## src/hdl/epoch_seconds_calendar_convert_defines.svh

```systemverilog
// Assertion macros shared by the calendar converter RTL.
`ifndef EPOCH_SECONDS_CALENDAR_CONVERT_DEFINES_SVH
`define EPOCH_SECONDS_CALENDAR_CONVERT_DEFINES_SVH

// Same-cycle implication, sampled on clk_i, off while rst_ni is low.
`define ESC_ASSERT_IMPLY(lbl, ante, cons, msg) \
  lbl: assert property (@(posedge clk_i) disable iff (!rst_ni) (ante) |-> (cons)) \
    else $error(msg);

// Next-cycle implication, sampled on clk_i, off while rst_ni is low.
`define ESC_ASSERT_NEXT(lbl, ante, cons, msg) \
  lbl: assert property (@(posedge clk_i) disable iff (!rst_ni) (ante) |=> (cons)) \
    else $error(msg);

`endif

```

## src/hdl/esc_pkg.sv

```systemverilog
// Shared types, constants and tables of the calendar converter.
package esc_pkg;

  localparam int NumStages       = 8;
  localparam int SecondsWidthDef = 32;
  localparam int DaysW           = 16;

  typedef logic [NumStages-1:0] stage_en_t;

  typedef enum logic [1:0] {
    OP_FROM_SECONDS = 2'd0,
    OP_FROM_DATE    = 2'd1,
    OP_FROM_YDAY    = 2'd2
  } op_e;

  // First day of each month, counted from March 1st (month 0 = March).
  function automatic logic [8:0] month_start(input logic [3:0] mp);
    logic [8:0] res;
    case (mp)
      4'd0:    res = 9'd0;
      4'd1:    res = 9'd31;
      4'd2:    res = 9'd61;
      4'd3:    res = 9'd92;
      4'd4:    res = 9'd122;
      4'd5:    res = 9'd153;
      4'd6:    res = 9'd184;
      4'd7:    res = 9'd214;
      4'd8:    res = 9'd245;
      4'd9:    res = 9'd275;
      4'd10:   res = 9'd306;
      4'd11:   res = 9'd337;
      default: res = 9'd0;
    endcase
    return res;
  endfunction

endpackage

```

## src/hdl/epoch_seconds_calendar_convert.sv

```systemverilog
// Top level of the epoch-seconds / calendar converter.
// Throughput one request per cycle while a stalled output has not backed up to the input.
// Eight register stages, each with its own valid bit; a stalled output holds a stage
// only while that stage is full and the stage after it holds as well.
// Reset (rst_ni, async, active low) clears the stage valid bits only.
`include "epoch_seconds_calendar_convert_defines.svh"
module epoch_seconds_calendar_convert #(
  parameter int SECONDS_WIDTH = esc_pkg::SecondsWidthDef
) (
  input  logic        clk_i,
  input  logic        rst_ni,
  input  logic        in_valid_i,
  output logic        in_ready_o,
  input  logic [1:0]  op_i,
  input  logic [31:0] seconds_in_i,
  input  logic [4:0]  day_in_i,
  input  logic [3:0]  month_in_i,
  input  logic [11:0] year_in_i,
  input  logic [8:0]  doy_in_i,
  output logic        out_valid_o,
  input  logic        out_ready_i,
  output logic [31:0] seconds_o,
  output logic [21:0] julian_day_o,
  output logic [16:0] second_of_day_o,
  output logic [8:0]  day_of_year_o,
  output logic [4:0]  day_of_month_o,
  output logic [3:0]  month_o,
  output logic [11:0] year_o,
  output logic [4:0]  hour_o,
  output logic [5:0]  minute_o,
  output logic [5:0]  second_o,
  output logic [2:0]  weekday_o,
  output logic        range_error_o
);
  import esc_pkg::*;

  stage_en_t        en;
  logic [DaysW-1:0] days;
  logic             dc_err, from_sec, ck_err;
  logic [31:0]      secs, ck_seconds;
  logic [16:0]      ck_sod;
  logic [4:0]       ck_hour;
  logic [5:0]       ck_minute, ck_second;
  logic [21:0]      cal_jd;
  logic [8:0]       cal_doy;
  logic [4:0]       cal_day;
  logic [3:0]       cal_month;
  logic [11:0]      cal_year;
  logic [2:0]       cal_wd;

  esc_ctrl u_ctrl (
    .clk_i       (clk_i),
    .rst_ni      (rst_ni),
    .in_valid_i  (in_valid_i),
    .in_ready_o  (in_ready_o),
    .out_valid_o (out_valid_o),
    .out_ready_i (out_ready_i),
    .en_o        (en)
  );

  esc_daycnt u_daycnt (
    .clk_i        (clk_i),
    .en_i         (en),
    .op_i         (op_i),
    .seconds_in_i (seconds_in_i),
    .day_in_i     (day_in_i),
    .month_in_i   (month_in_i),
    .year_in_i    (year_in_i),
    .doy_in_i     (doy_in_i),
    .days_o       (days),
    .err_o        (dc_err),
    .secs_o       (secs),
    .from_sec_o   (from_sec)
  );

  esc_clock #(
    .SECONDS_WIDTH (SECONDS_WIDTH)
  ) u_clock (
    .clk_i      (clk_i),
    .en_i       (en),
    .days_i     (days),
    .secs_i     (secs),
    .from_sec_i (from_sec),
    .err_i      (dc_err),
    .seconds_o  (ck_seconds),
    .sod_o      (ck_sod),
    .hour_o     (ck_hour),
    .minute_o   (ck_minute),
    .second_o   (ck_second),
    .err_o      (ck_err)
  );

  esc_calendar u_calendar (
    .clk_i          (clk_i),
    .en_i           (en),
    .days_i         (days),
    .julian_day_o   (cal_jd),
    .day_of_year_o  (cal_doy),
    .day_of_month_o (cal_day),
    .month_o        (cal_month),
    .year_o         (cal_year),
    .weekday_o      (cal_wd)
  );

  // stage 8: result register, every field but the error flag cleared on a range error
  logic [31:0] seconds_q, seconds_d;
  logic [21:0] jd_q, jd_d;
  logic [16:0] sod_q, sod_d;
  logic [8:0]  doy_q, doy_d;
  logic [4:0]  day_q, day_d;
  logic [3:0]  month_q, month_d;
  logic [11:0] year_q, year_d;
  logic [4:0]  hour_q, hour_d;
  logic [5:0]  minute_q, minute_d;
  logic [5:0]  second_q, second_d;
  logic [2:0]  wd_q, wd_d;
  logic        err_q, err_d;

  always_comb begin
    err_d     = ck_err;
    seconds_d = ck_err ? '0 : ck_seconds;
    jd_d      = ck_err ? '0 : cal_jd;
    sod_d     = ck_err ? '0 : ck_sod;
    doy_d     = ck_err ? '0 : cal_doy;
    day_d     = ck_err ? '0 : cal_day;
    month_d   = ck_err ? '0 : cal_month;
    year_d    = ck_err ? '0 : cal_year;
    hour_d    = ck_err ? '0 : ck_hour;
    minute_d  = ck_err ? '0 : ck_minute;
    second_d  = ck_err ? '0 : ck_second;
    wd_d      = ck_err ? '0 : cal_wd;
  end

  always_ff @(posedge clk_i) begin
    if (en[NumStages-1]) begin
      seconds_q <= seconds_d;
      jd_q      <= jd_d;
      sod_q     <= sod_d;
      doy_q     <= doy_d;
      day_q     <= day_d;
      month_q   <= month_d;
      year_q    <= year_d;
      hour_q    <= hour_d;
      minute_q  <= minute_d;
      second_q  <= second_d;
      wd_q      <= wd_d;
      err_q     <= err_d;
    end
  end

  assign seconds_o       = seconds_q;
  assign julian_day_o    = jd_q;
  assign second_of_day_o = sod_q;
  assign day_of_year_o   = doy_q;
  assign day_of_month_o  = day_q;
  assign month_o         = month_q;
  assign year_o          = year_q;
  assign hour_o          = hour_q;
  assign minute_o        = minute_q;
  assign second_o        = second_q;
  assign weekday_o       = wd_q;
  assign range_error_o   = err_q;

  `ESC_ASSERT_IMPLY(a_err_zeroes, out_valid_o && range_error_o, seconds_o == '0 && julian_day_o == '0 && second_of_day_o == '0 && day_of_year_o == '0 && month_o == '0 && year_o == '0 && weekday_o == '0, "error result carries nonzero fields")
  `ESC_ASSERT_IMPLY(a_tod_match, out_valid_o && !range_error_o, second_of_day_o == 17'(hour_o) * 17'd3600 + 17'(minute_o) * 17'd60 + 17'(second_o), "time of day split mismatch")
  `ESC_ASSERT_IMPLY(a_date_sane, out_valid_o && !range_error_o, day_of_month_o != '0 && month_o != '0 && month_o <= 4'd12, "calendar date out of range")
  `ESC_ASSERT_NEXT(a_full_stall, !in_ready_o, out_valid_o, "input stalled without a held result")

endmodule

```

## src/hdl/esc_ctrl.sv

```systemverilog
// Stage valid bits and per-stage load enables of the pipeline.
module esc_ctrl (
  input  logic                clk_i,
  input  logic                rst_ni,
  input  logic                in_valid_i,
  output logic                in_ready_o,
  output logic                out_valid_o,
  input  logic                out_ready_i,
  output esc_pkg::stage_en_t  en_o
);
  import esc_pkg::*;

  stage_en_t vld_q, vld_d, en;

  // A stage loads when it is empty or its contents move on.
  always_comb begin
    en[NumStages-1] = !vld_q[NumStages-1] || out_ready_i;
    for (int i = NumStages - 2; i >= 0; i--) begin
      en[i] = !vld_q[i] || en[i+1];
    end
  end

  always_comb begin
    vld_d    = vld_q;
    vld_d[0] = en[0] ? in_valid_i : vld_q[0];
    for (int i = 1; i < NumStages; i++) begin
      if (en[i]) begin
        vld_d[i] = vld_q[i-1];
      end
    end
  end

  always_ff @(posedge clk_i or negedge rst_ni) begin
    if (!rst_ni) begin
      vld_q <= '0;
    end else begin
      vld_q <= vld_d;
    end
  end

  assign en_o        = en;
  assign in_ready_o  = en[0];
  assign out_valid_o = vld_q[NumStages-1];

endmodule

```

## src/hdl/esc_daycnt.sv

```systemverilog
// Stages 1-2: request decode and day count since 1970-01-01.
module esc_daycnt (
  input  logic                      clk_i,
  input  esc_pkg::stage_en_t        en_i,
  input  logic [1:0]                op_i,
  input  logic [31:0]               seconds_in_i,
  input  logic [4:0]                day_in_i,
  input  logic [3:0]                month_in_i,
  input  logic [11:0]               year_in_i,
  input  logic [8:0]                doy_in_i,
  output logic [esc_pkg::DaysW-1:0] days_o,
  output logic                      err_o,
  output logic [31:0]               secs_o,
  output logic                      from_sec_o
);
  import esc_pkg::*;

  // seconds / 86400 == (seconds >> 7) / 675, exact by reciprocal for 25-bit values
  localparam logic [25:0] DivMul   = 26'd50903317;
  localparam logic [11:0] YearMin  = 12'd1970;
  localparam logic [11:0] YearMax  = 12'd2106;
  localparam logic [12:0] BaseYear = 13'd1968;

  // stage 1
  logic              from_sec, bad;
  logic [12:0]       y_adj, yy;
  logic [3:0]        m_adj, mp;
  logic [7:0]        k;
  logic signed [10:0] off;
  logic [50:0]       div_prod;

  logic              s1_from_sec_q, s1_err_q;
  logic [7:0]        s1_k_q;
  logic [8:0]        s1_dy_q;
  logic signed [10:0] s1_off_q;
  logic [DaysW-1:0]  s1_quo_q;
  logic [31:0]       s1_secs_q;

  always_comb begin
    from_sec = 1'b0;
    bad      = !(year_in_i inside {[YearMin:YearMax]});
    y_adj    = {1'b0, year_in_i};
    m_adj    = 4'd1;
    off      = '0;
    case (op_i)
      OP_FROM_SECONDS: begin
        from_sec = 1'b1;
        bad      = 1'b0;
      end
      OP_FROM_DATE: begin
        off = $signed({6'b0, day_in_i}) - 11'sd1;
        // month 0 is December before, 13..15 run into the next year
        if (month_in_i == 4'd0) begin
          y_adj = {1'b0, year_in_i} - 13'd1;
          m_adj = 4'd12;
        end else if (month_in_i > 4'd12) begin
          y_adj = {1'b0, year_in_i} + 13'd1;
          m_adj = month_in_i - 4'd12;
        end else begin
          m_adj = month_in_i;
        end
      end
      OP_FROM_YDAY: begin
        off = $signed({2'b0, doy_in_i}) - 11'sd1;
      end
      default: begin
        bad = 1'b1;
      end
    endcase
    // March-based year: Jan and Feb belong to the year before
    if (m_adj <= 4'd2) begin
      yy = y_adj - 13'd1;
      mp = m_adj + 4'd9;
    end else begin
      yy = y_adj;
      mp = m_adj - 4'd3;
    end
    k        = 8'(yy - BaseYear);
    div_prod = 51'(seconds_in_i[31:7]) * 51'(DivMul);
  end

  always_ff @(posedge clk_i) begin
    if (en_i[0]) begin
      s1_from_sec_q <= from_sec;
      s1_err_q      <= bad;
      s1_k_q        <= k;
      s1_dy_q       <= month_start(mp);
      s1_off_q      <= off;
      s1_quo_q      <= div_prod[50:35];
      s1_secs_q     <= seconds_in_i;
    end
  end

  // stage 2: days = seconds quotient, or 365k + k/4 - (2100 skip) + month offset + day offset - 671
  logic [17:0]      sum;
  logic [DaysW-1:0] days_d;
  logic             err_d;
  logic [DaysW-1:0] s2_days_q;
  logic             s2_err_q, s2_from_sec_q;
  logic [31:0]      s2_secs_q;

  always_comb begin
    sum = 18'(s1_k_q) * 18'd365 + 18'(s1_k_q >> 2) - 18'(s1_k_q >= 8'd132)
        + 18'(s1_dy_q) + {{7{s1_off_q[10]}}, s1_off_q} - 18'd671;
    days_d = s1_from_sec_q ? s1_quo_q : sum[DaysW-1:0];
    err_d  = s1_err_q || (!s1_from_sec_q && sum[17]);
  end

  always_ff @(posedge clk_i) begin
    if (en_i[1]) begin
      s2_days_q     <= days_d;
      s2_err_q      <= err_d;
      s2_secs_q     <= s1_secs_q;
      s2_from_sec_q <= s1_from_sec_q;
    end
  end

  assign days_o     = s2_days_q;
  assign err_o      = s2_err_q;
  assign secs_o     = s2_secs_q;
  assign from_sec_o = s2_from_sec_q;

endmodule

```

## src/hdl/esc_clock.sv

```systemverilog
// Stages 3-7: instant in seconds, range check and time of day.
module esc_clock #(
  parameter int SECONDS_WIDTH = esc_pkg::SecondsWidthDef
) (
  input  logic                      clk_i,
  input  esc_pkg::stage_en_t        en_i,
  input  logic [esc_pkg::DaysW-1:0] days_i,
  input  logic [31:0]               secs_i,
  input  logic                      from_sec_i,
  input  logic                      err_i,
  output logic [31:0]               seconds_o,
  output logic [16:0]               sod_o,
  output logic [4:0]                hour_o,
  output logic [5:0]                minute_o,
  output logic [5:0]                second_o,
  output logic                      err_o
);
  import esc_pkg::*;

  localparam logic [17:0] HourMul = 18'd149131; // ceil(2^29 / 3600)
  localparam logic [12:0] MinMul  = 13'd4370;   // ceil(2^18 / 60)

  // stage 3
  logic [32:0] s3_prod_q;
  logic [31:0] s3_secs_q;
  logic        s3_from_sec_q, s3_err_q;

  always_ff @(posedge clk_i) begin
    if (en_i[2]) begin
      s3_prod_q     <= 33'(days_i) * 33'd86400;
      s3_secs_q     <= secs_i;
      s3_from_sec_q <= from_sec_i;
      s3_err_q      <= err_i;
    end
  end

  // stage 4
  logic        ovf;
  logic [31:0] sod_full;
  logic [31:0] s4_seconds_q;
  logic [16:0] s4_sod_q;
  logic        s4_err_q;

  always_comb begin
    ovf      = !s3_from_sec_q && ((s3_prod_q >> SECONDS_WIDTH) != '0);
    sod_full = s3_secs_q - s3_prod_q[31:0];
  end

  always_ff @(posedge clk_i) begin
    if (en_i[3]) begin
      s4_seconds_q <= s3_from_sec_q ? s3_secs_q : s3_prod_q[31:0];
      s4_sod_q     <= s3_from_sec_q ? sod_full[16:0] : '0;
      s4_err_q     <= s3_err_q || ovf;
    end
  end

  // stage 5
  logic [34:0] hprod;
  logic [4:0]  s5_hour_q;
  logic [16:0] s5_sod_q;
  logic [31:0] s5_seconds_q;
  logic        s5_err_q;

  assign hprod = 35'(s4_sod_q) * 35'(HourMul);

  always_ff @(posedge clk_i) begin
    if (en_i[4]) begin
      s5_hour_q    <= hprod[33:29];
      s5_sod_q     <= s4_sod_q;
      s5_seconds_q <= s4_seconds_q;
      s5_err_q     <= s4_err_q;
    end
  end

  // stage 6
  logic [11:0] s6_rem_q;
  logic [4:0]  s6_hour_q;
  logic [16:0] s6_sod_q;
  logic [31:0] s6_seconds_q;
  logic        s6_err_q;

  always_ff @(posedge clk_i) begin
    if (en_i[5]) begin
      s6_rem_q     <= 12'(s5_sod_q - 17'(s5_hour_q) * 17'd3600);
      s6_hour_q    <= s5_hour_q;
      s6_sod_q     <= s5_sod_q;
      s6_seconds_q <= s5_seconds_q;
      s6_err_q     <= s5_err_q;
    end
  end

  // stage 7
  logic [24:0] mprod;
  logic [5:0]  s7_minute_q;
  logic [11:0] s7_rem_q;
  logic [4:0]  s7_hour_q;
  logic [16:0] s7_sod_q;
  logic [31:0] s7_seconds_q;
  logic        s7_err_q;

  assign mprod = 25'(s6_rem_q) * 25'(MinMul);

  always_ff @(posedge clk_i) begin
    if (en_i[6]) begin
      s7_minute_q  <= mprod[23:18];
      s7_rem_q     <= s6_rem_q;
      s7_hour_q    <= s6_hour_q;
      s7_sod_q     <= s6_sod_q;
      s7_seconds_q <= s6_seconds_q;
      s7_err_q     <= s6_err_q;
    end
  end

  assign seconds_o = s7_seconds_q;
  assign sod_o     = s7_sod_q;
  assign hour_o    = s7_hour_q;
  assign minute_o  = s7_minute_q;
  assign second_o  = 6'(s7_rem_q - 12'(s7_minute_q) * 12'd60);
  assign err_o     = s7_err_q;

endmodule

```

## src/hdl/esc_calendar.sv

```systemverilog
// Stages 3-7: Gregorian date, day of year, Julian day and weekday.
module esc_calendar (
  input  logic                      clk_i,
  input  esc_pkg::stage_en_t        en_i,
  input  logic [esc_pkg::DaysW-1:0] days_i,
  output logic [21:0]               julian_day_o,
  output logic [8:0]                day_of_year_o,
  output logic [4:0]                day_of_month_o,
  output logic [3:0]                month_o,
  output logic [11:0]               year_o,
  output logic [2:0]                weekday_o
);
  import esc_pkg::*;

  localparam logic [17:0] CycMul   = 18'd183735; // ceil(2^28 / 1461)
  localparam logic [11:0] BaseYear = 12'd1968;

  // stage 3: days since 1968-03-01, with a phantom Feb 29 2100 so that
  // four-year cycles stay regular
  logic [16:0] e_d;
  logic [17:0] wt;
  logic [5:0]  wsum;
  logic [16:0] s3_e_q;
  logic [5:0]  s3_wsum_q;
  logic [21:0] s3_jd_q;

  always_comb begin
    e_d  = 17'(days_i) + 17'd671 + 17'(days_i >= 16'd47541);
    // weekday = (days + 4) mod 7; 8 == 1 mod 7, so octal digits add up
    wt   = 18'(days_i) + 18'd4;
    wsum = 6'(wt[2:0]) + 6'(wt[5:3]) + 6'(wt[8:6]) + 6'(wt[11:9])
         + 6'(wt[14:12]) + 6'(wt[17:15]);
  end

  always_ff @(posedge clk_i) begin
    if (en_i[2]) begin
      s3_e_q    <= e_d;
      s3_wsum_q <= wsum;
      s3_jd_q   <= 22'(days_i) + 22'd2440588;
    end
  end

  // stage 4: four-year cycle index
  logic [34:0] qprod;
  logic [3:0]  w2;
  logic [5:0]  s4_q4_q;
  logic [16:0] s4_e_q;
  logic [2:0]  s4_wd_q;
  logic [21:0] s4_jd_q;

  always_comb begin
    qprod = 35'(s3_e_q) * 35'(CycMul);
    w2    = 4'(s3_wsum_q[5:3]) + 4'(s3_wsum_q[2:0]);
  end

  always_ff @(posedge clk_i) begin
    if (en_i[3]) begin
      s4_q4_q <= qprod[33:28];
      s4_e_q  <= s3_e_q;
      s4_wd_q <= (w2 >= 4'd7) ? 3'(w2 - 4'd7) : w2[2:0];
      s4_jd_q <= s3_jd_q;
    end
  end

  // stage 5: day within the cycle
  logic [10:0] s5_r_q;
  logic [5:0]  s5_q4_q;
  logic [2:0]  s5_wd_q;
  logic [21:0] s5_jd_q;

  always_ff @(posedge clk_i) begin
    if (en_i[4]) begin
      s5_r_q  <= 11'(s4_e_q - 17'(s4_q4_q) * 17'd1461);
      s5_q4_q <= s4_q4_q;
      s5_wd_q <= s4_wd_q;
      s5_jd_q <= s4_jd_q;
    end
  end

  // stage 6: year in the cycle; the last cycle day stays in year three
  logic [1:0]  yc;
  logic [8:0]  s6_x_q;
  logic [11:0] s6_ym_q;
  logic [2:0]  s6_wd_q;
  logic [21:0] s6_jd_q;

  assign yc = 2'(s5_r_q >= 11'd365) + 2'(s5_r_q >= 11'd730) + 2'(s5_r_q >= 11'd1095);

  always_ff @(posedge clk_i) begin
    if (en_i[5]) begin
      s6_x_q  <= 9'(s5_r_q - 11'(yc) * 11'd365);
      s6_ym_q <= BaseYear + (12'(s5_q4_q) << 2) + 12'(yc);
      s6_wd_q <= s5_wd_q;
      s6_jd_q <= s5_jd_q;
    end
  end

  // stage 7: month, day, day of year and year from the March-based day
  logic [3:0]  mp;
  logic        jan_feb, leap;
  logic [8:0]  doy;

  always_comb begin
    mp = '0;
    for (int i = 1; i < 12; i++) begin
      if (s6_x_q >= month_start(4'(i))) begin
        mp = mp + 4'd1;
      end
    end
    jan_feb = (mp >= 4'd10);
    leap    = (s6_ym_q[1:0] == 2'd0) && (s6_ym_q != 12'd2100);
    doy     = jan_feb ? s6_x_q - 9'd305 : s6_x_q + 9'd60 + 9'(leap);
  end

  logic [21:0] s7_jd_q;
  logic [8:0]  s7_doy_q;
  logic [4:0]  s7_day_q;
  logic [3:0]  s7_month_q;
  logic [11:0] s7_year_q;
  logic [2:0]  s7_wd_q;

  always_ff @(posedge clk_i) begin
    if (en_i[6]) begin
      s7_jd_q    <= s6_jd_q;
      s7_doy_q   <= doy;
      s7_day_q   <= 5'(s6_x_q - month_start(mp) + 9'd1);
      s7_month_q <= jan_feb ? mp - 4'd9 : mp + 4'd3;
      s7_year_q  <= s6_ym_q + 12'(jan_feb);
      s7_wd_q    <= s6_wd_q;
    end
  end

  assign julian_day_o   = s7_jd_q;
  assign day_of_year_o  = s7_doy_q;
  assign day_of_month_o = s7_day_q;
  assign month_o        = s7_month_q;
  assign year_o         = s7_year_q;
  assign weekday_o      = s7_wd_q;

endmodule
```

## config.mk

```make
export PLATFORM = sky130hd
export DESIGN_NAME = epoch_seconds_calendar_convert
export DESIGN_NICKNAME = d
export VERILOG_FILES = /design/src/hdl/esc_pkg.sv /design/src/hdl/epoch_seconds_calendar_convert.sv /design/src/hdl/esc_ctrl.sv /design/src/hdl/esc_daycnt.sv /design/src/hdl/esc_clock.sv /design/src/hdl/esc_calendar.sv
export VERILOG_INCLUDE_DIRS = /design/src /design/src/hdl
export SDC_FILE = /design/constraint.sdc
export NUM_CORES = 2
export LEC_CHECK = 0
export BUFFER_PORTS_ARGS = -buffer_cell sky130_fd_sc_hd__buf_4
export CAP_MARGIN = 20
export CORE_UTILIZATION = 66
export DETAILED_ROUTE_END_ITERATION = 6
export PLACE_DENSITY_LB_ADDON = 0.3
export SLEW_MARGIN = 40
export SYNTH_ARGS = -nofsm -noshare
export SYNTH_HDL_FRONTEND = slang
export SYNTH_HIERARCHICAL = 1
export SYNTH_SLANG_ARGS = --single-unit
```

## constraint.sdc

```tcl
create_clock -name clk_i -period 15.8 [get_ports clk_i]
set_input_delay 1.58 -clock clk_i [delete_from_list [all_inputs] [get_ports clk_i]]
set_output_delay 1.58 -clock clk_i [all_outputs]
set_load 0.05 [all_outputs]
```

After elaboration in Yosys (flattened, before gate mapping)
Memories as Yosys holds them, arrays and structs flattened. A register that Yosys moved wholly into a read port is not among the register bits.
Cells that the tools add are included.
{"block": "totals", "regBits": 778, "latch_bits": 0, "ram_bits": 0, "rom_bits": 288, "inputBits": 68, "out_inout_bits": 124, "wordCells": 220, "memories": 2}
{"block": "classes", "n_addsub": 52, "multipliers": 10, "n_div": 0, "order_cmp": 22, "n_eq_ne": 3, "n_shift": 0, "n_mux": 28, "bitwise": 0, "reduce_logical": 29}
{"name": "(no name shown)", "depth": 16, "word_bits": 9, "read_ports": 1, "rd_ports_with_merged_regs": 0, "wr": 0, "line_no": "esc_pkg.sv:19", "text": "case (mp)"}
{"name": "(no name shown)", "depth": 16, "word_bits": 9, "read_ports": 1, "rd_ports_with_merged_regs": 1, "wr": 0, "line_no": "esc_pkg.sv:19"}
{"op": "multiplier 17 x 18 -> 34 bit (second input constant)", "count": 2}
{"op": "two-way mux 4 bit", "count": 15}
{"op": "multiplier 25 x 26 -> 51 bit (second input constant)", "count": 1}
{"op": "adder 4 x 1 -> 4 bit (second input constant)", "count": 10}
{"op": ">= comparator 9 x 8 -> 1 bit (second input constant)", "count": 4}
{"op": "two-way mux 32 bit", "count": 1}
{"op": "two-way mux 8 bit", "count": 4}
{"op": ">= comparator 9 bit (second input constant)", "count": 3}
{"op": "multiplier 16 x 10 -> 26 bit (second input constant)", "count": 1}
{"op": "adder 6 x 3 -> 6 bit", "count": 4}
{"op": "multiplier 12 x 12 -> 23 bit (second input constant)", "count": 1}
{"op": "adder 16 x 22 -> 22 bit (second input constant)", "count": 1}
{"op": "one-hot mux 11 bit (2 select lines)", "count": 1}
{"op": "adder 17 x 6 -> 18 bit", "count": 1}
{"op": "adder 18 bit", "count": 1}
{"op": "adder 18 x 9 -> 18 bit", "count": 1}
{"op": ">= comparator 9 x 7 -> 1 bit (second input constant)", "count": 2}
{"op": "subtractor 18 x 1 -> 18 bit", "count": 1}
{"op": "subtractor 18 x 10 -> 18 bit (second input constant)", "count": 1}
{"op": "adder 16 x 10 -> 17 bit (second input constant)", "count": 1}
{"op": "adder 16 x 3 -> 17 bit (second input constant)", "count": 1}
{"op": "adder 17 x 1 -> 17 bit", "count": 1}
{"op": "multiplier 8 x 9 -> 17 bit (second input constant)", "count": 1}
{"op": "subtractor 17 bit", "count": 1}
{"op": "other kinds (57)", "count": 84}

Longest topological paths before layout
An unclocked memory read counts as a cell.
{"block": "logic_depth", "depth_word": 26, "mapped_depth": 40, "ltp_nobuf": 38}

Cells and area by module
Netlist, hierarchy kept.
{"module": "esc_clock", "instances": 1, "cells_each": 1423, "area_each_um2": 17938.5, "seq_area_each_um2": 7897.6}
{"module": "esc_daycnt", "instances": 1, "cells_each": 1629, "area_each_um2": 17688.2, "seq_area_each_um2": 3813.7}
{"module": "esc_calendar", "instances": 1, "cells_each": 1384, "area_each_um2": 16687.3, "seq_area_each_um2": 6276.0}
{"module": "epoch_seconds_calendar_convert", "instances": 1, "cells_each": 256, "area_each_um2": 4488.1, "seq_area_each_um2": 3663.5}
{"module": "esc_ctrl", "instances": 1, "cells_each": 29, "area_each_um2": 346.6, "seq_area_each_um2": 200.2}

Worst setup path after synthesis
Ideal clock, no wire load.
{"block": "synth_timing", "path_type": "flip-flop to flip-flop", "start": "reg u_calendar.s6_x_q[1]", "end": "reg u_calendar.s7_day_q[4] (netlist: u_calendar/day_of_month_o[4]) (data pin)", "setup_ps": 260, "t_arrival_ps": 7662, "required_time_ps": 15540, "path_slack_ps": 7879, "path_stages_with_launch": 37, "n_path_buf": 1, "synth_period_minus_slack_ps": 7921, "cell_sequence": "edfxtp_1 > clkbuf_1 > inv_1 > ha_1 > o31a_1 > a211oi_1 > ha_1 > xor2_1 > inv_1 > ha_1 > nor2_1 > mux2_4 > or3_4 > xnor2_1 > mux2_2 > ha_1 > nand2_1 > o31ai_1 > xnor2_1 > a21oi_1 > ha_1 > nand2_1 > nand2_1 > ha_1 > inv_1 > o21ai_0 > a31oi_1 > ha_1 > inv_1 > or2_2 > a32oi_1 > ha_1 > ha_1 > a21o_1 > a21oi_1 > xnor2_1 > xnor2_1"}
{"block": "synth_via", "elab_chain_len": 26}
{"item": "from (decl)", "line_no": "esc_calendar.sv:82", "text": "logic [8:0] s6_x_q;"}
{"item": "from (signal assigned)", "line_no": "esc_calendar.sv:91", "text": "s6_x_q <= 9'(s5_r_q - 11'(yc) * 11'd365);"}
{"item": ">= comparator 9 x 5 -> 1 bit", "line_no": "esc_calendar.sv:106", "text": "if (s6_x_q >= month_start(4'(i))) begin"}
{"item": "two-way mux 1 bit", "line_no": "esc_calendar.sv:106"}
{"item": "adder 4 x 1 -> 4 bit", "line_no": "esc_calendar.sv:107", "text": "mp = mp + 4'd1;"}
{"item": "two-way mux 4 bit", "line_no": "esc_calendar.sv:106"}
{"item": "adder 4 x 1 -> 4 bit", "line_no": "esc_calendar.sv:107"}
{"item": "two-way mux 4 bit", "line_no": "esc_calendar.sv:106"}
{"item": "adder 4 x 1 -> 4 bit", "line_no": "esc_calendar.sv:107"}
{"item": "two-way mux 4 bit", "line_no": "esc_calendar.sv:106"}
{"item": "[10 not listed]"}
{"item": "adder 4 x 1 -> 4 bit", "line_no": "esc_calendar.sv:107"}
{"item": "two-way mux 4 bit", "line_no": "esc_calendar.sv:106"}
{"item": "adder 4 x 1 -> 4 bit", "line_no": "esc_calendar.sv:107"}
{"item": "two-way mux 4 bit", "line_no": "esc_calendar.sv:106"}
{"item": "memory read (16 x 9 bit)"}
{"item": "two-way mux 5 bit", "line_no": "esc_calendar.sv:123", "text": "if (en_i[6]) begin"}
{"item": "subtractor 5 bit *", "line_no": "esc_calendar.sv:126", "text": "s7_day_q <= 5'(s6_x_q - month_start(mp) + 9'd1);"}
{"item": "adder 5 x 1 -> 5 bit *", "line_no": "esc_calendar.sv:126"}
{"item": "to (signal assigned)", "line_no": "esc_calendar.sv:126"}
{"item": "to (decl)", "line_no": "esc_calendar.sv:117", "text": "logic [4:0] s7_day_q;"}
Every way passes the cells marked *; elsewhere a longest branch is shown, timed or not. The select of a mux whose other input is x is not followed.
A chain may end at the register's enable or synchronous reset.

Worst setup path in the final report
{"block": "layout_timing", "start": "reg u_calendar.s6_x_q[1]", "end": "reg u_calendar.s7_year_q[2] (netlist: u_calendar/year_o[2]) (data pin)"}
{"block": "layout_via", "elab_chain_len": 24}
{"item": ">= comparator 9 x 5 -> 1 bit", "line_no": "esc_calendar.sv:106"}
{"item": "two-way mux 1 bit", "line_no": "esc_calendar.sv:106"}
{"item": "adder 4 x 1 -> 4 bit", "line_no": "esc_calendar.sv:107"}
{"item": "two-way mux 4 bit", "line_no": "esc_calendar.sv:106"}
{"item": "adder 4 x 1 -> 4 bit", "line_no": "esc_calendar.sv:107"}
{"item": "two-way mux 4 bit", "line_no": "esc_calendar.sv:106"}
{"item": "adder 4 x 1 -> 4 bit", "line_no": "esc_calendar.sv:107"}
{"item": "two-way mux 4 bit", "line_no": "esc_calendar.sv:106"}
{"item": "[8 not listed]"}
{"item": "adder 4 x 1 -> 4 bit", "line_no": "esc_calendar.sv:107"}
{"item": "two-way mux 4 bit", "line_no": "esc_calendar.sv:106"}
{"item": "adder 4 x 1 -> 4 bit", "line_no": "esc_calendar.sv:107"}
{"item": "two-way mux 4 bit", "line_no": "esc_calendar.sv:106"}
{"item": "adder 4 x 1 -> 4 bit", "line_no": "esc_calendar.sv:107"}
{"item": "two-way mux 4 bit *", "line_no": "esc_calendar.sv:106"}
{"item": ">= comparator 4 bit *", "line_no": "esc_calendar.sv:110", "text": "jan_feb = (mp >= 4'd10);"}
{"item": "adder 12 x 1 -> 12 bit *", "line_no": "esc_calendar.sv:128", "text": "s7_year_q <= s6_ym_q + 12'(jan_feb);"}
{"item": "to (signal assigned)", "line_no": "esc_calendar.sv:128"}
{"item": "to (decl)", "line_no": "esc_calendar.sv:119", "text": "logic [11:0] s7_year_q;"}
Every way passes the cells marked *; elsewhere a longest branch is shown, timed or not.

==> results.yml <==
floorplanning:
  initial_core_util: 0.6691
  io_pins: 192
  die_w_um: 296.3
  core_area_um2: 85410
  die_h_um: 296.3
  die_area_um2: 87770
  row_count: 107
placed_design:
  gp_congestion: 0.9374
  io_buffers: 191
  dp_hpwl_mm: 87.67
clocking:
  cts-buffers-inserted: 75
  htreeDepth: 3
  clock-sinks: 729
  cts_max_path_buffers: 3
  clk_pin_slew_ps: 70
  cts_setup_buffers: 0
  clk_latency_ps: 640
  cts_root_buf: "clkbuf_16"
  post_cts_resized: 0
  cts_tree: "yes"
  postCtsHoldBufs: 0
synthesis:
  synthArstFlopShare: 0.01097
  syn_area_um2: 57150
  ys_ff_latch: 729
  ys_seq_area_frac: 0.3824
  yosys-top-cells-area: "edfxtp_1 38%, ha_1 20%, fa_1 17%"
  synth_largest_area_cell: "edfxtp_1"
  synth_area_per_cell_um2: 12.11
  synth_cell_types: 102
  ys_warn_count: 6
  synth_ff_type: "edfxtp_1"
  synth_top_area_frac: 0.3789
  synth-edff-count: 721
  syn_inst: 4721
critical_path:
  path_class: "flop to flop"
  cp-end-kind: "flop"
  slowest_stage: "xor2_1"
  cpPeakStageDelay_ps: 640
  arrival_ps: 9110
  worstPathRequired_ps: 16160
  cp_common_cell: "ha_1"
  cp-start-kind: "flop"
  crit_path_max_fanout: 13
run:
  drv_cap: 0
sta:
  max_freq_ghz: 0.1142
  max_slew_margin: 0.4247
  fin_skew_ps: 41.25
  post-route-min-period_ps: 8757
  final_hold_viol_count: 0
  setup_viol: 0
  worstMarginPinSlew_ps: 856.4
  finalCritPeriodShare: 0.5542
  fin_tns_setup_ps: 0
  slew_violations: 0
  rsz0062_at_grt: "false"
worst_hold_path:
  holdCritPathClass: "flop to flop"
global_route:
  grt_pass1_wl_mm: 179.3
  grt_pass1_vias: 35150
  grt_max_degree: 86
  grt_usage: 0.2627
  antenna_found_initial: 1
  grt-ovfl-total: 0
run_status:
  outcome: "finished clean"
routing:
  drcViolationCount: 0
  routed-via-count: 33960
  finalWirelength_mm: 111.3
  ant_nets: 0
  vias_per_cell: 5.542
  drtPass1Iterations: 6
  drt-initial-drc-count: 1873
  wire_per_inst_um: 18.16
final_layout:
  final_layout_size_suffix_gt1_frac: 0.07705
  nets: 6397
  syn2layout_area_growth_pct: 8.764
  diodes: 0
  layout_common_cells: "1037 x inv_1, 910 x ha_1, 721 x edfxtp_1"
  final_common_cell: "inv_1"
## through the flow
stage	instance area, µm²	setup slack, ps	std cells	hold slack [ps]	util
final	62160	7043	6128	391.1	0.7277
after global routing	62160	6414	6128	399.6	0.7277
after CTS	62150	7033	6128	393.3	0.7276
after detailed placement	59770	7090	5990	404.5	0.6997
after global placement	59740	7256	5989	400.5	0.6994
after floorplan	57160	7879	4723	400.3	-
## kinds of logic after synthesis
family                   after synthesis  synth area share
XOR/XNOR                             236           0.03753
buffers and inverters               1121           0.07571
AND/OR/NAND/NOR                      663           0.06273
other                                  2         0.0001314
AO/OA/AOI/OAI                        520           0.06021
adder cells (fa/ha/maj)             1406            0.3730
flip-flops                           729            0.3824
multiplexers                          44          0.008363
## flip-flops by register name, summed over array words and instances (netlist names), 13 cells and up
register                 cells
u_clock/s5_seconds_q        25
u_daycnt/days_o             16
u_clock/s6_sod_q            13
u_calendar/s3_e_q           17
u_clock/s4_sod_q            17
u_daycnt/secs_o             32
u_clock/sod_o               13
u_clock/s4_seconds_q        25
u_clock/s5_sod_q            17
u_clock/s6_seconds_q        25
u_clock/s3_secs_q           32
second_of_day_o             17
u_clock/seconds_o           25
u_clock/s3_prod_q           26
u_daycnt/s1_secs_q          32
u_calendar/s6_jd_q          18
u_calendar/s3_jd_q          18
u_daycnt/s1_quo_q           16
u_calendar/s4_jd_q          18
u_calendar/s5_jd_q          18
u_calendar/julian_day_o     18
julian_day_o                22
seconds_o                   32
## worst max-delay path: cells and delay by family, from the launching register on
family | cells | cell delay, ps
adders and majority gates | 9 | 2540
and+or+nand+nor | 8 | 1520
AOI/OAI and AO/OA | 6 | 1460
xor gates and xnor gates | 4 | 1120
buffers and inverters | 4 | 670
DFF | 1 | 580
muxes | 2 | 570
## Yosys cell counts (11+ instances only)
cell / number
o21a_1: 21
xor2_1: 74
a21o_1: 63
nand2_1: 140
edfxtp_1: 721
o22ai_1: 11
inv_1: 1038
fa_1: 496
and2_1: 28
buf_2: 17
o211ai_1: 20
a211oi_1: 16
a31oi_1: 19
a21oi_1: 132
nor3_1: 44
nor2b_1: 143
nand4_1: 35
o21ai_0: 93
clkbuf_1: 39
nand3_1: 62
mux2i_1: 17
xnor2_1: 157
buf_4: 20
nand2b_1: 19
mux2_2: 25
nor2_1: 92
o21ai_1: 14
and3_1: 24
o21bai_1: 15
ha_1: 910
## worst paths after layout
| kind | startpoint | to | slack (ps) | cells after the start |
|---|---|---|---|---|
| max in group asynchronous | rst_ni | u_ctrl/vld_q[3] | 14860 | 1 |
| min reg2reg | u_calendar/s4_jd_q[0] | u_calendar/s5_jd_q[0] | 390 | 0 |
| max reg2reg | u_calendar/s6_x_q[1] | u_calendar/year_o[2] | 7040 | 33 |
| min in group asynchronous | rst_ni | u_ctrl/vld_q[6] | 770 | 1 |
| max | u_calendar/s6_x_q[1] | u_calendar/year_o[2] | 7040 | 33 |
| min | u_calendar/s4_jd_q[0] | u_calendar/s5_jd_q[0] | 390 | 0 |
## cell type report
cell class,count,area [µm²]
fill,5714,23260
tap,1144,1431
timing repair buffer,206,1573
inverter,1038,3899
clock buffer,89,1929
multi-input combinational,2873,31020
sequential,729,21850
clock inverter,49,454.2
## per-layer routing
layer | up-vias | wire [µm] | track usage
met1 | 16640 | 45900 | 0.3318
met4 | 2 | 3390 | 0.08687
met5 | - | 20 | 0
met3 | 215 | 5041 | 0.03080
met2 | 850 | 56900 | 0.4694
li1 | 16260 | - | -
Power is left out: the tool's default activity adds up to more than one toggle a clock period on the data nets, which glitch-free logic cannot reach.
